## src/rtl/sce_pkg.sv

```systemverilog
`default_nettype none

package sce_pkg;

  // sizes
  localparam int VOCAB    = 1024;
  localparam int MAX_ROWS = 4096;
  localparam int IDX_W    = $clog2(VOCAB);
  localparam int CNT_W    = $clog2(VOCAB + 1);
  localparam int SUM_W    = IDX_W + 17;
  localparam int E_W      = $clog2(SUM_W - 16);
  localparam int ROW_W    = $clog2(MAX_ROWS + 1);
  localparam int LOSS_W   = 13;
  localparam int ACC_W    = 16;
  localparam int LSUM_W   = $clog2(MAX_ROWS) + LOSS_W;

  // fixed point constants
  localparam logic [32:0]       LOG2E_Q32 = 33'd6196328019;
  localparam logic [31:0]       LN2_Q32   = 32'd2977044472;
  localparam logic [LOSS_W-1:0] LOSS_CAP  = 13'd7073;

  // datapath operations
  localparam logic [4:0] OP_NONE     = 5'd0;
  localparam logic [4:0] OP_ACCEPT   = 5'd1;
  localparam logic [4:0] OP_RD       = 5'd2;
  localparam logic [4:0] OP_DIFF     = 5'd3;
  localparam logic [4:0] OP_FRAC     = 5'd4;
  localparam logic [4:0] OP_TU       = 5'd5;
  localparam logic [4:0] OP_RECIP    = 5'd6;
  localparam logic [4:0] OP_CORR     = 5'd7;
  localparam logic [4:0] OP_TERM     = 5'd8;
  localparam logic [4:0] OP_NINIT    = 5'd9;
  localparam logic [4:0] OP_NORM     = 5'd10;
  localparam logic [4:0] OP_DIV_LN   = 5'd11;
  localparam logic [4:0] OP_DIV_STEP = 5'd12;
  localparam logic [4:0] OP_Z2       = 5'd13;
  localparam logic [4:0] OP_LQ       = 5'd14;
  localparam logic [4:0] OP_LC       = 5'd15;
  localparam logic [4:0] OP_LP       = 5'd16;
  localparam logic [4:0] OP_LFIN     = 5'd17;
  localparam logic [4:0] OP_LRND     = 5'd18;
  localparam logic [4:0] OP_ACC      = 5'd19;
  localparam logic [4:0] OP_DIV_MEAN = 5'd20;
  localparam logic [4:0] OP_DIV_ACC  = 5'd21;
  localparam logic [4:0] OP_EMIT     = 5'd22;

  typedef struct packed {
    logic signed [15:0] logit_value;
    logic [9:0]         target_index;
    logic               row_end;
    logic               batch_end;
  } in_item_t;

  typedef struct packed {
    logic [LOSS_W-1:0] row_loss;
    logic              row_correct;
    logic              batch_done;
    logic [LOSS_W-1:0] mean_loss;
    logic [ACC_W-1:0]  accuracy;
  } out_item_t;

  typedef struct packed {
    logic [4:0] op;
  } cmd_t;

  typedef struct packed {
    logic last_elem;
    logic k_last;
    logic lk_last;
    logic norm_done;
    logic div_last;
    logic bend;
  } status_t;

  // floor(2^36 / k) for the series divisors
  function automatic logic [35:0] recip36(input logic [4:0] k);
    logic [35:0] r;
    case (k)
      5'd2:    r = 36'd34359738368;
      5'd3:    r = 36'd22906492245;
      5'd4:    r = 36'd17179869184;
      5'd5:    r = 36'd13743895347;
      5'd6:    r = 36'd11453246122;
      5'd7:    r = 36'd9817068105;
      5'd8:    r = 36'd8589934592;
      5'd9:    r = 36'd7635497415;
      5'd10:   r = 36'd6871947673;
      5'd11:   r = 36'd6247225157;
      5'd12:   r = 36'd5726623061;
      5'd13:   r = 36'd5286113595;
      5'd15:   r = 36'd4581298449;
      5'd17:   r = 36'd4042322160;
      5'd19:   r = 36'd3616814565;
      5'd21:   r = 36'd3272356035;
      default: r = 36'd0;
    endcase
    return r;
  endfunction

endpackage

`default_nettype wire

```

## src/rtl/sce_ctrl.sv

```systemverilog
`default_nettype none

module sce_ctrl (
  input  wire logic              clk,
  input  wire logic              rst,
  input  wire logic              in_valid,
  input  wire logic              in_row_end,
  output logic                   in_ready,
  output logic                   out_valid,
  input  wire logic              out_ready,
  input  wire sce_pkg::status_t  status,
  output sce_pkg::cmd_t          cmd
);

  localparam logic [4:0] ST_IDLE  = 5'd0;
  localparam logic [4:0] ST_RD    = 5'd1;
  localparam logic [4:0] ST_DIFF  = 5'd2;
  localparam logic [4:0] ST_FRAC  = 5'd3;
  localparam logic [4:0] ST_TU    = 5'd4;
  localparam logic [4:0] ST_RECIP = 5'd5;
  localparam logic [4:0] ST_CORR  = 5'd6;
  localparam logic [4:0] ST_TERM  = 5'd7;
  localparam logic [4:0] ST_NINIT = 5'd8;
  localparam logic [4:0] ST_NORM  = 5'd9;
  localparam logic [4:0] ST_DINIT = 5'd10;
  localparam logic [4:0] ST_DIVL  = 5'd11;
  localparam logic [4:0] ST_Z2    = 5'd12;
  localparam logic [4:0] ST_LQ    = 5'd13;
  localparam logic [4:0] ST_LC    = 5'd14;
  localparam logic [4:0] ST_LP    = 5'd15;
  localparam logic [4:0] ST_LFIN  = 5'd16;
  localparam logic [4:0] ST_LRND  = 5'd17;
  localparam logic [4:0] ST_ACC   = 5'd18;
  localparam logic [4:0] ST_DMI   = 5'd19;
  localparam logic [4:0] ST_DIVM  = 5'd20;
  localparam logic [4:0] ST_DAI   = 5'd21;
  localparam logic [4:0] ST_DIVA  = 5'd22;
  localparam logic [4:0] ST_EMIT  = 5'd23;

  logic [4:0] state;
  logic [4:0] state_next;
  logic       out_valid_next;

  assign in_ready = state == ST_IDLE;

  // sequencing of the row and batch passes
  always_comb begin
    state_next     = state;
    cmd.op         = sce_pkg::OP_NONE;
    out_valid_next = out_valid && !out_ready;
    case (state)
      ST_IDLE: begin
        if (in_valid) begin
          cmd.op = sce_pkg::OP_ACCEPT;
          if (in_row_end) state_next = ST_RD;
        end
      end
      ST_RD: begin
        cmd.op     = sce_pkg::OP_RD;
        state_next = ST_DIFF;
      end
      ST_DIFF: begin
        cmd.op     = sce_pkg::OP_DIFF;
        state_next = ST_FRAC;
      end
      ST_FRAC: begin
        cmd.op     = sce_pkg::OP_FRAC;
        state_next = ST_TU;
      end
      ST_TU: begin
        cmd.op     = sce_pkg::OP_TU;
        state_next = ST_RECIP;
      end
      ST_RECIP: begin
        cmd.op     = sce_pkg::OP_RECIP;
        state_next = ST_CORR;
      end
      ST_CORR: begin
        cmd.op     = sce_pkg::OP_CORR;
        state_next = status.k_last ? ST_TERM : ST_TU;
      end
      ST_TERM: begin
        cmd.op     = sce_pkg::OP_TERM;
        state_next = status.last_elem ? ST_NINIT : ST_RD;
      end
      ST_NINIT: begin
        cmd.op     = sce_pkg::OP_NINIT;
        state_next = ST_NORM;
      end
      ST_NORM: begin
        if (status.norm_done) state_next = ST_DINIT;
        else                  cmd.op     = sce_pkg::OP_NORM;
      end
      ST_DINIT: begin
        cmd.op     = sce_pkg::OP_DIV_LN;
        state_next = ST_DIVL;
      end
      ST_DIVL: begin
        cmd.op = sce_pkg::OP_DIV_STEP;
        if (status.div_last) state_next = ST_Z2;
      end
      ST_Z2: begin
        cmd.op     = sce_pkg::OP_Z2;
        state_next = ST_LQ;
      end
      ST_LQ: begin
        cmd.op     = sce_pkg::OP_LQ;
        state_next = ST_LC;
      end
      ST_LC: begin
        cmd.op     = sce_pkg::OP_LC;
        state_next = status.lk_last ? ST_LFIN : ST_LP;
      end
      ST_LP: begin
        cmd.op     = sce_pkg::OP_LP;
        state_next = ST_LQ;
      end
      ST_LFIN: begin
        cmd.op     = sce_pkg::OP_LFIN;
        state_next = ST_LRND;
      end
      ST_LRND: begin
        cmd.op     = sce_pkg::OP_LRND;
        state_next = ST_ACC;
      end
      ST_ACC: begin
        cmd.op     = sce_pkg::OP_ACC;
        state_next = status.bend ? ST_DMI : ST_EMIT;
      end
      ST_DMI: begin
        cmd.op     = sce_pkg::OP_DIV_MEAN;
        state_next = ST_DIVM;
      end
      ST_DIVM: begin
        cmd.op = sce_pkg::OP_DIV_STEP;
        if (status.div_last) state_next = ST_DAI;
      end
      ST_DAI: begin
        cmd.op     = sce_pkg::OP_DIV_ACC;
        state_next = ST_DIVA;
      end
      ST_DIVA: begin
        cmd.op = sce_pkg::OP_DIV_STEP;
        if (status.div_last) state_next = ST_EMIT;
      end
      ST_EMIT: begin
        if (!out_valid || out_ready) begin
          cmd.op         = sce_pkg::OP_EMIT;
          out_valid_next = 1'b1;
          state_next     = ST_IDLE;
        end
      end
      default: begin
        state_next = ST_IDLE;
      end
    endcase
  end

  always_ff @(posedge clk) begin
    if (rst) begin
      state     <= ST_IDLE;
      out_valid <= 1'b0;
    end else begin
      state     <= state_next;
      out_valid <= out_valid_next;
    end
  end

endmodule

`default_nettype wire

```

## config.mk

```make
export PLATFORM = sky130hd
export DESIGN_NAME = sce_ctrl
export DESIGN_NICKNAME = d
export VERILOG_FILES = /design/src/rtl/sce_pkg.sv /design/src/rtl/sce_ctrl.sv
export SDC_FILE = /design/constraint.sdc
export NUM_CORES = 1
export LEC_CHECK = 0
export ABC_AREA = 1
export BUFFER_PORTS_ARGS = -buffer_cell sky130_fd_sc_hd__clkbuf_2
export CORE_MARGIN = 3
export CORE_UTILIZATION = 40
export DETAILED_ROUTE_END_ITERATION = 8
export PLACE_DENSITY = 0.61
export RECOVER_POWER = 25
export SYNTH_ARGS = -nofsm -noshare
export SYNTH_HDL_FRONTEND = slang
export SYNTH_SLANG_ARGS = --single-unit
```

## constraint.sdc

```tcl
create_clock -name clk -period 1.4 [get_ports clk]
set_input_delay 0.14 -clock clk [delete_from_list [all_inputs] [get_ports clk]]
set_output_delay 0.14 -clock clk [all_outputs]
set_load 0.03 [all_outputs]
```

## After elaboration in Yosys (flattened, before gate mapping)

Cells that the tools add are included.

- Eq/ne operators: 30
- Multiplexer cells: 18
- Reductions and logical operators: 8

Operators with widths:

| kind | count |
|---|---|
| 5-bit one-hot mux with 23 select lines | 1 |
| 5-bit one-hot mux with 22 select lines | 1 |
| 5-bit 2-to-1 mux | 9 |
| 5-bit by 4-bit == test with 1-bit output (second input constant) | 8 |
| 5-bit == test (second input constant) | 8 |
| 5-bit by 3-bit == test with 1-bit output (second input constant) | 4 |
| 2-bit != test (second input constant) | 7 |
| 5-bit by 2-bit == test with 1-bit output (second input constant) | 2 |
| 4-bit 2-to-1 mux | 2 |
| 7-bit AND reduction | 1 |
| 5-bit by 1-bit == test with 1-bit output (second input constant) | 1 |
| 5-bit zero test | 1 |
| 1-bit 2-to-1 mux | 3 |
| 3-bit 2-to-1 mux | 1 |
| 3-bit OR reduction | 1 |
| 1-bit zero test | 2 |
| 2-bit 2-to-1 mux | 1 |
| 2-bit OR reduction | 1 |
| 1-bit logical AND | 1 |
| 1-bit logical OR | 1 |

- Output and inout port bits: 7
- Bits in registers: 6
- Input bits: 11

## Longest topological paths before layout

Gate-level depths: netlist of the first run.

- Word-level depth: 4
- Mapped depth: 11

## Worst setup path after synthesis of the first run

OpenSTA, ideal clock, no wires.

- Path kind: reg-to-output
- Start: register state[0]
- End: output port cmd[1] in the netlist's numbering
- Path buffers: 1
- Data required time: 1.260 ns
- Cell stages (with the launch flop): 7
- Setup slack: -0.154 ns
- Data arrival time: 1.414 ns
- Path through: dfxtp_1 > buf_6 > inv_2 > nand2_1 > nand2_1 > inv_1 > o21ai_0

RTL lines:

| element | RTL line | RTL |
|---|---|---|
| start: declaration | sce_ctrl.sv:40 | `logic [4:0] state;` |
| start signal: assignment | sce_ctrl.sv:164 | `state <= state_next;` |
| end: declaration | sce_ctrl.sv:12 | `output sce_pkg::cmd_t cmd` |

==> reports/results.ini, run 1 <==
[global_route]
grt_pass1_wl_um=5530
grt_overflow=0
grt_max_degree=9
grt_pass1_vias=1215
antenna_found_initial=0
grt_usage=0.274

[synth]
ys_seq_elements=6
synth_mux_area_frac=0
ys.warnings.count=0
syn-num-nets=157
synth_fa_ha_area_frac=0
synthArstFlopShare=0
synth_top_family_by_area=simple AND/OR/NAND/NOR gates
synth-main-ff-cell=dfxtp_1
synth-edff-count=0
yosys.cell_types.count=28
netlist_top_cells_area=dfxtp_1, nand2_1, nor2_1, inv_1, nand2_2
synthXorXnorAreaFrac=0
netlist_instances=146
synth.top_cell.area_share=0.141
synth_compound_area_frac=0.112
yosysTopAreaCell=dfxtp_1
post-synth-top-count-cell=nand2_1
synthSimpleGateAreaFrac=0.587
synth_common_cells=nand2_1, nor2_1, inv_1
ys_seq_area_frac=0.141
syn_area_um2=851
avgSynthCellArea_um2=5.83

[critical_path]
worstPathRequired_ps=1260
path_delay_family=simple AND/OR/NAND/NOR gates
startpoint_type=flip-flop
cp_cell_sequence=buf_12 -> nand2_8 -> buf_6 -> nor2_4 -> nor4_4 -> nand4_1 -> clkbuf_8
ff2ff_path_depth=11
cp.arrival_ps=1600
critPathSlowestCell=dfxtp_4
max_stage_delay_ps=360
crit_path_end_kind=primary output
crit_fanout=5
crit_type=reg2out
cp.buffers_inverters=3
path_depth=7

[clocking]
cts_buffers=3
clk_path_buf_depth=2
cts_tree=built
cts_root_buf=clkbuf_4
ctsHoldBuffers=0
clock_sinks=6
clkSlewWorstSetupHoldPaths_ps=50
clkLatencyLatePin_ps=250
ctsHtreeMaxLevel=1

[run_status]
status=finished with violations
violations=setup timing

[timing]
tightest_slew_ps=358
finalClockSkew_ps=6.00
fin_crit_ps=1740
setup_viol=10
fmax_ghz=0.575
relSlewSlack=0.762
setup_ws_ps=-339
finalCritPeriodShare=1.24
report.final.slew_viol_count=0
hold_viol_final=0
rsz0062_at_grt=yes

[detailed_routing]
drtIter0Drc=40
routed_wl_um=3570
viasPerCell=5.46
dr.pass1.iters=4
drc=0
drtAntennaViolNets=0
dr_total_vias=1288
wl_per_cell_um=15.1

[floorplanning]
start_util=0.429
die_w_um=52.1
coreArea_mm2=0.00198
num_rows=16
dieArea_mm2=0.00272
ioPinCount=18
dieHeight_um=52.1

[pwr]
ir_worst_vdd_mv=1.11
p_per_area_mw_per_mm2=1200
p_leak_nw=0.820

[layout]
fin_nets=222
syn2layout_area_growth_pct=88.7
drive_gt1_frac=0.612
num_antenna_cells=0
final_cell_area_mm2=0.00161

[place]
placed_area_mm2=0.00127
hpwlAfterDp_um=2330
place.gp.congestion=0.897
portBuffers=17
post-place-ws_ps=-183

[worst_hold_path]
hp-class=in2reg
min_path_cells=2

[run]
maxCapViolations=0

report_power, final:
part	internal [mW]	switching [mW]	total (mW)
registers	0.204	0.0403	0.244
logic	0.697	0.828	1.53
clock network	0.0970	0.0628	0.160
metrics by stage:
step                utilization  TNS (ps)  hold WS [ps]  instances  total power [mW]
finish                    0.810     -2000           138        236              1.93
global route              0.810     -2730           146        236              2.03
CTS                       0.773     -1540           118        234              1.80
detailed placement        0.640     -1110           388        226              1.36
global placement          0.640     -1020           393        226              1.36
floorplan                     -      -122           209        146             0.968
layout make-up:
type	count	area [um2]
Sequential cell	6	136
Timing Repair Buffer	64	522
Clock buffer	3	22.5
Tap cell	27	33.8
Inverter	23	101
Multi-Input combinational cell	113	790
Fill cell	107	377
path summary, 6_finish.rpt:
| check | from | end | slack (ps) |
|---|---|---|---|
| hold / removal | rst | state[1] | 140 |
| hold reg to reg | state[0] | state[0] | 540 |
| setup reg to reg | state[1] | state[4] | -120 |
| setup / recovery | state[2] | cmd[0] | -340 |
sequential cells by signal, summed over array words and instances, names as in the netlist:
| name | flops |
|---|---|
| out_valid | 1 |
| state | 5 |
worst register-to-register path: stages (launching register included):
cell,delay (ps)
dfxtp_2,320
buf_12,140
nand2_2,100
nor2_1,60
nand2_2,90
nand2_2,70
buf_4,130
nand2_2,90
nand3_2,90
nor2_4,140
nand2_1,70
a21oi_1,140
kinds of logic (layout without fill, tap and decap cells):
kind of cell,after synthesis,after routing
buffers and inverters,27,90
and+or+nand+nor,97,97
DFF,6,6
AOI/OAI and AO/OA,16,16
layer usage:
metal | routed length [um] | up-vias | global-route usage
met3 | 258 | 16 | 0.0458
met1 | 1380 | 597 | 0.330
met5 | 0 | - | 0
li1 | - | 602 | -
met2 | 1790 | 73 | 0.481
met4 | 148 | 0 | 0.0961
placed cells by master (no fill, tap or decap), types with 2 or more instances in the layout:
master and count:
a21oi_1 4, a31oi_1 2, buf_12 2, buf_4 42
buf_6 5, clkbuf_2 10, clkbuf_4 3, clkbuf_8 3
dfxtp_4 4, inv_1 13, inv_2 6, inv_4 2
inv_6 2, nand2_1 24, nand2_2 13, nand2_4 4
nand2_8 2, nand3_1 3, nand3_2 4, nand3_4 2
nand4_1 6, nor2_1 18, nor2_2 5, nor2_4 7
nor4_2 2, o21ai_0 3
what timing repair did:
item / in CTS / in global routing
buffers inserted: 5 / 3
gates resized for setup: 55 / 19
endpoints found under the hold margin: 0 / 0
pin swaps: 15 / 5
endpoints found under the setup margin: 10 / 10
Power figures use the tool's default switching activity.
==> run 2: changes to the inputs <==
Settings changed: BUFFER_PORTS_ARGS -buffer_cell sky130_fd_sc_hd__clkbuf_2 to default, CORE_MARGIN 3 to 1.5, DONT_BUFFER_PORTS from default to 1, PLACE_DENSITY 0.61 to default, PLACE_DENSITY_LB_ADDON from default to 0.3.
==> reports/results.ini, run 2 (same netlist as run 1, synthesis figures left out) <==
[floorplanning]
die_w_um=49.1  ; -5.8%
ioPinCount=18  ; unchanged
num_rows=16  ; unchanged
start_util=0.429  ; unchanged
dieArea_mm2=0.00241  ; -11%
dieHeight_um=49.1  ; -5.8%
coreArea_mm2=0.00198  ; unchanged

[layout]
final_cell_mix=buf_4, nand2_1, nor2_1
final_common_cell=buf_4
regMostFlops=state
reg.largest.list=state x5, out_valid x1
fin_util=0.800  ; -0.0101
num_antenna_cells=0  ; unchanged
syn2layout_area_growth_pct=86.3
final_cell_area_mm2=0.00159  ; -1.2%
fin_nets=211  ; -5.0%
largest_reg_flops=5  ; unchanged
fin_cells=225  ; -4.7%
drive_gt1_frac=0.586  ; -0.0266

[detailed_routing]
drtIter0Drc=68  ; +70%
dr.pass1.iters=4  ; unchanged
drtAntennaViolNets=0  ; unchanged
routed_wl_um=4270  ; +19%
drc=0  ; unchanged
viasPerCell=5.93  ; +8.6%
dr_total_vias=1334  ; +3.6%
wl_per_cell_um=19.0  ; +25%

[worst_hold_path]
min_path_cells=2  ; unchanged
hold-path-endpoint=state[3]
hp-class=in2reg
min-delay-start=status[5]

[global_route]
grt_pass1_vias=1276  ; +5.0%
antenna_found_initial=0  ; unchanged
grt_overflow=0  ; unchanged
grt_pass1_wl_um=5630  ; +1.9%
grt_usage=0.305  ; +0.0314
grt_util_met1=0.312  ; -0.0177
top_usage_layer=met2
grt_max_degree=7  ; -2
grtUsageMet2=0.572  ; +0.0909
met3_usage=0.0460  ; +0.000167

[run_status]
violations=setup timing
status=finished with violations

[critical_path]
ff2ff_path_depth=11  ; unchanged
r2r-end=state[0]
worstPathRequired_ps=1260  ; about the same
r2r_start=state[1]
cp.arrival_ps=1600  ; about the same
crit_type=reg2out
startpoint_type=flip-flop
crit_fanout=6  ; +1
crit_path_end_kind=primary output
ff2ff_setup_slack_ps=-110  ; about the same

[pwr]
finalPower_mw=2.01  ; +4.0%
p_per_area_mw_per_mm2=1270  ; +5.3%
ir_worst_vdd_mv=1.17  ; +5.9%
p_leak_nw=0.811  ; -1.1%

[timing]
relSlewSlack=0.699  ; -0.0630
setup_viol=10  ; unchanged
setup_ws_ps=-343  ; -3.44 ps
finalClockSkew_ps=4.09  ; -1.91 ps
hold_viol_final=0  ; unchanged
finalCritPeriodShare=1.24  ; +0.00246
tightest_slew_ps=448  ; +89.5 ps
report.final.slew_viol_count=0  ; unchanged
rsz0062_at_grt=yes
fmax_ghz=0.574  ; -0.20%
fin_crit_ps=1740  ; +3.44 ps

[place]
placed_area_mm2=0.00118  ; -7.1%
hpwlAfterDp_um=2470  ; +6.2%
dp_cells=210  ; -7.1%
place.gp.congestion=0.988  ; +10%
portBuffers=0  ; -17

[clocking]
cts_root_buf=clkbuf_4
clkSlewWorstSetupHoldPaths_ps=50  ; about the same
clkLatencyLatePin_ps=240  ; about the same
cts_tree=built
clk_path_buf_depth=2  ; unchanged
ctsHtreeMaxLevel=1  ; unchanged
cts_buffers=3  ; unchanged
clock_sinks=6  ; unchanged

[run]
maxCapViolations=0  ; unchanged

run 2: cell types whose count changed in the layout (fill, tap and decap cells not counted), moves of 4 or more:
cell,before,now
buf_6,5,13
buf_4,42,36
clkbuf_2,10,0
nand2_4,4,8
nand2_2,13,8
run 2: what timing repair did:
| item | CTS | global route |
|---|---|---|
| hold buffers | 1 | 0 |
| setup endpoints to repair | 10 | 11 |
| pin swaps | 13 | 18 |
| endpoints found under the hold margin | 6 | 0 |
| gates resized for setup | 41 | 35 |
| buffers inserted | 9 | 3 |
run 2: how the worst max path moves through the flow:
stage	slack, ps	cells past startpoint	to	startpoint
floorplan	-80	7	cmd[0]	state[0]
global placement	-110	8	cmd[3]	state[2]
detailed placement	-180	8	cmd[3]	state[2]
CTS	-300	7	cmd[4]	state[2]
global route	-380	8	cmd[3]	state[1]
finish	-340	6	cmd[3]	state[4]
run 2: layout make-up:
type / count / area (um2)
fillers: 113 / 397
inverters: 23 / 98.8
repair buffers: 53 / 470
flip-flops and latches: 6 / 136
multi-input cells: 113 / 823
clock buffers: 3 / 22.5
well taps: 27 / 33.8
run 2: where the power goes:
part | switching (mW) | internal (mW) | total (mW)
registers | 0.0403 | 0.204 | 0.244
clock network | 0.0625 | 0.0970 | 0.160
logic | 0.897 | 0.705 | 1.60
run 2: through the flow:
stage	TNS, ps	worst slack (ps)	hold slack (ps)
3_3_place_gp	-507	-108	212
3_5_place_dp	-723	-176	214
2_1_floorplan	-122	-81.0	209
4_1_cts	-1410	-303	103
6_report	-2080	-343	124
5_1_grt	-2680	-385	118
run 2: routing by layer:
metal  wire, um  vias to the layer above
met5          0                        -
met4        334                        0
met3        376                       42
met2       2100                      120
met1       1460                      596
li1           -                      576
run 2: worst max-delay path: stages, from the launching register on:
cell and delay [ps]:
dfxtp_4 410, inv_4 90, nand3_1 150, nor2_2 70, nor4_2 300, nand4_1 160, buf_6 170
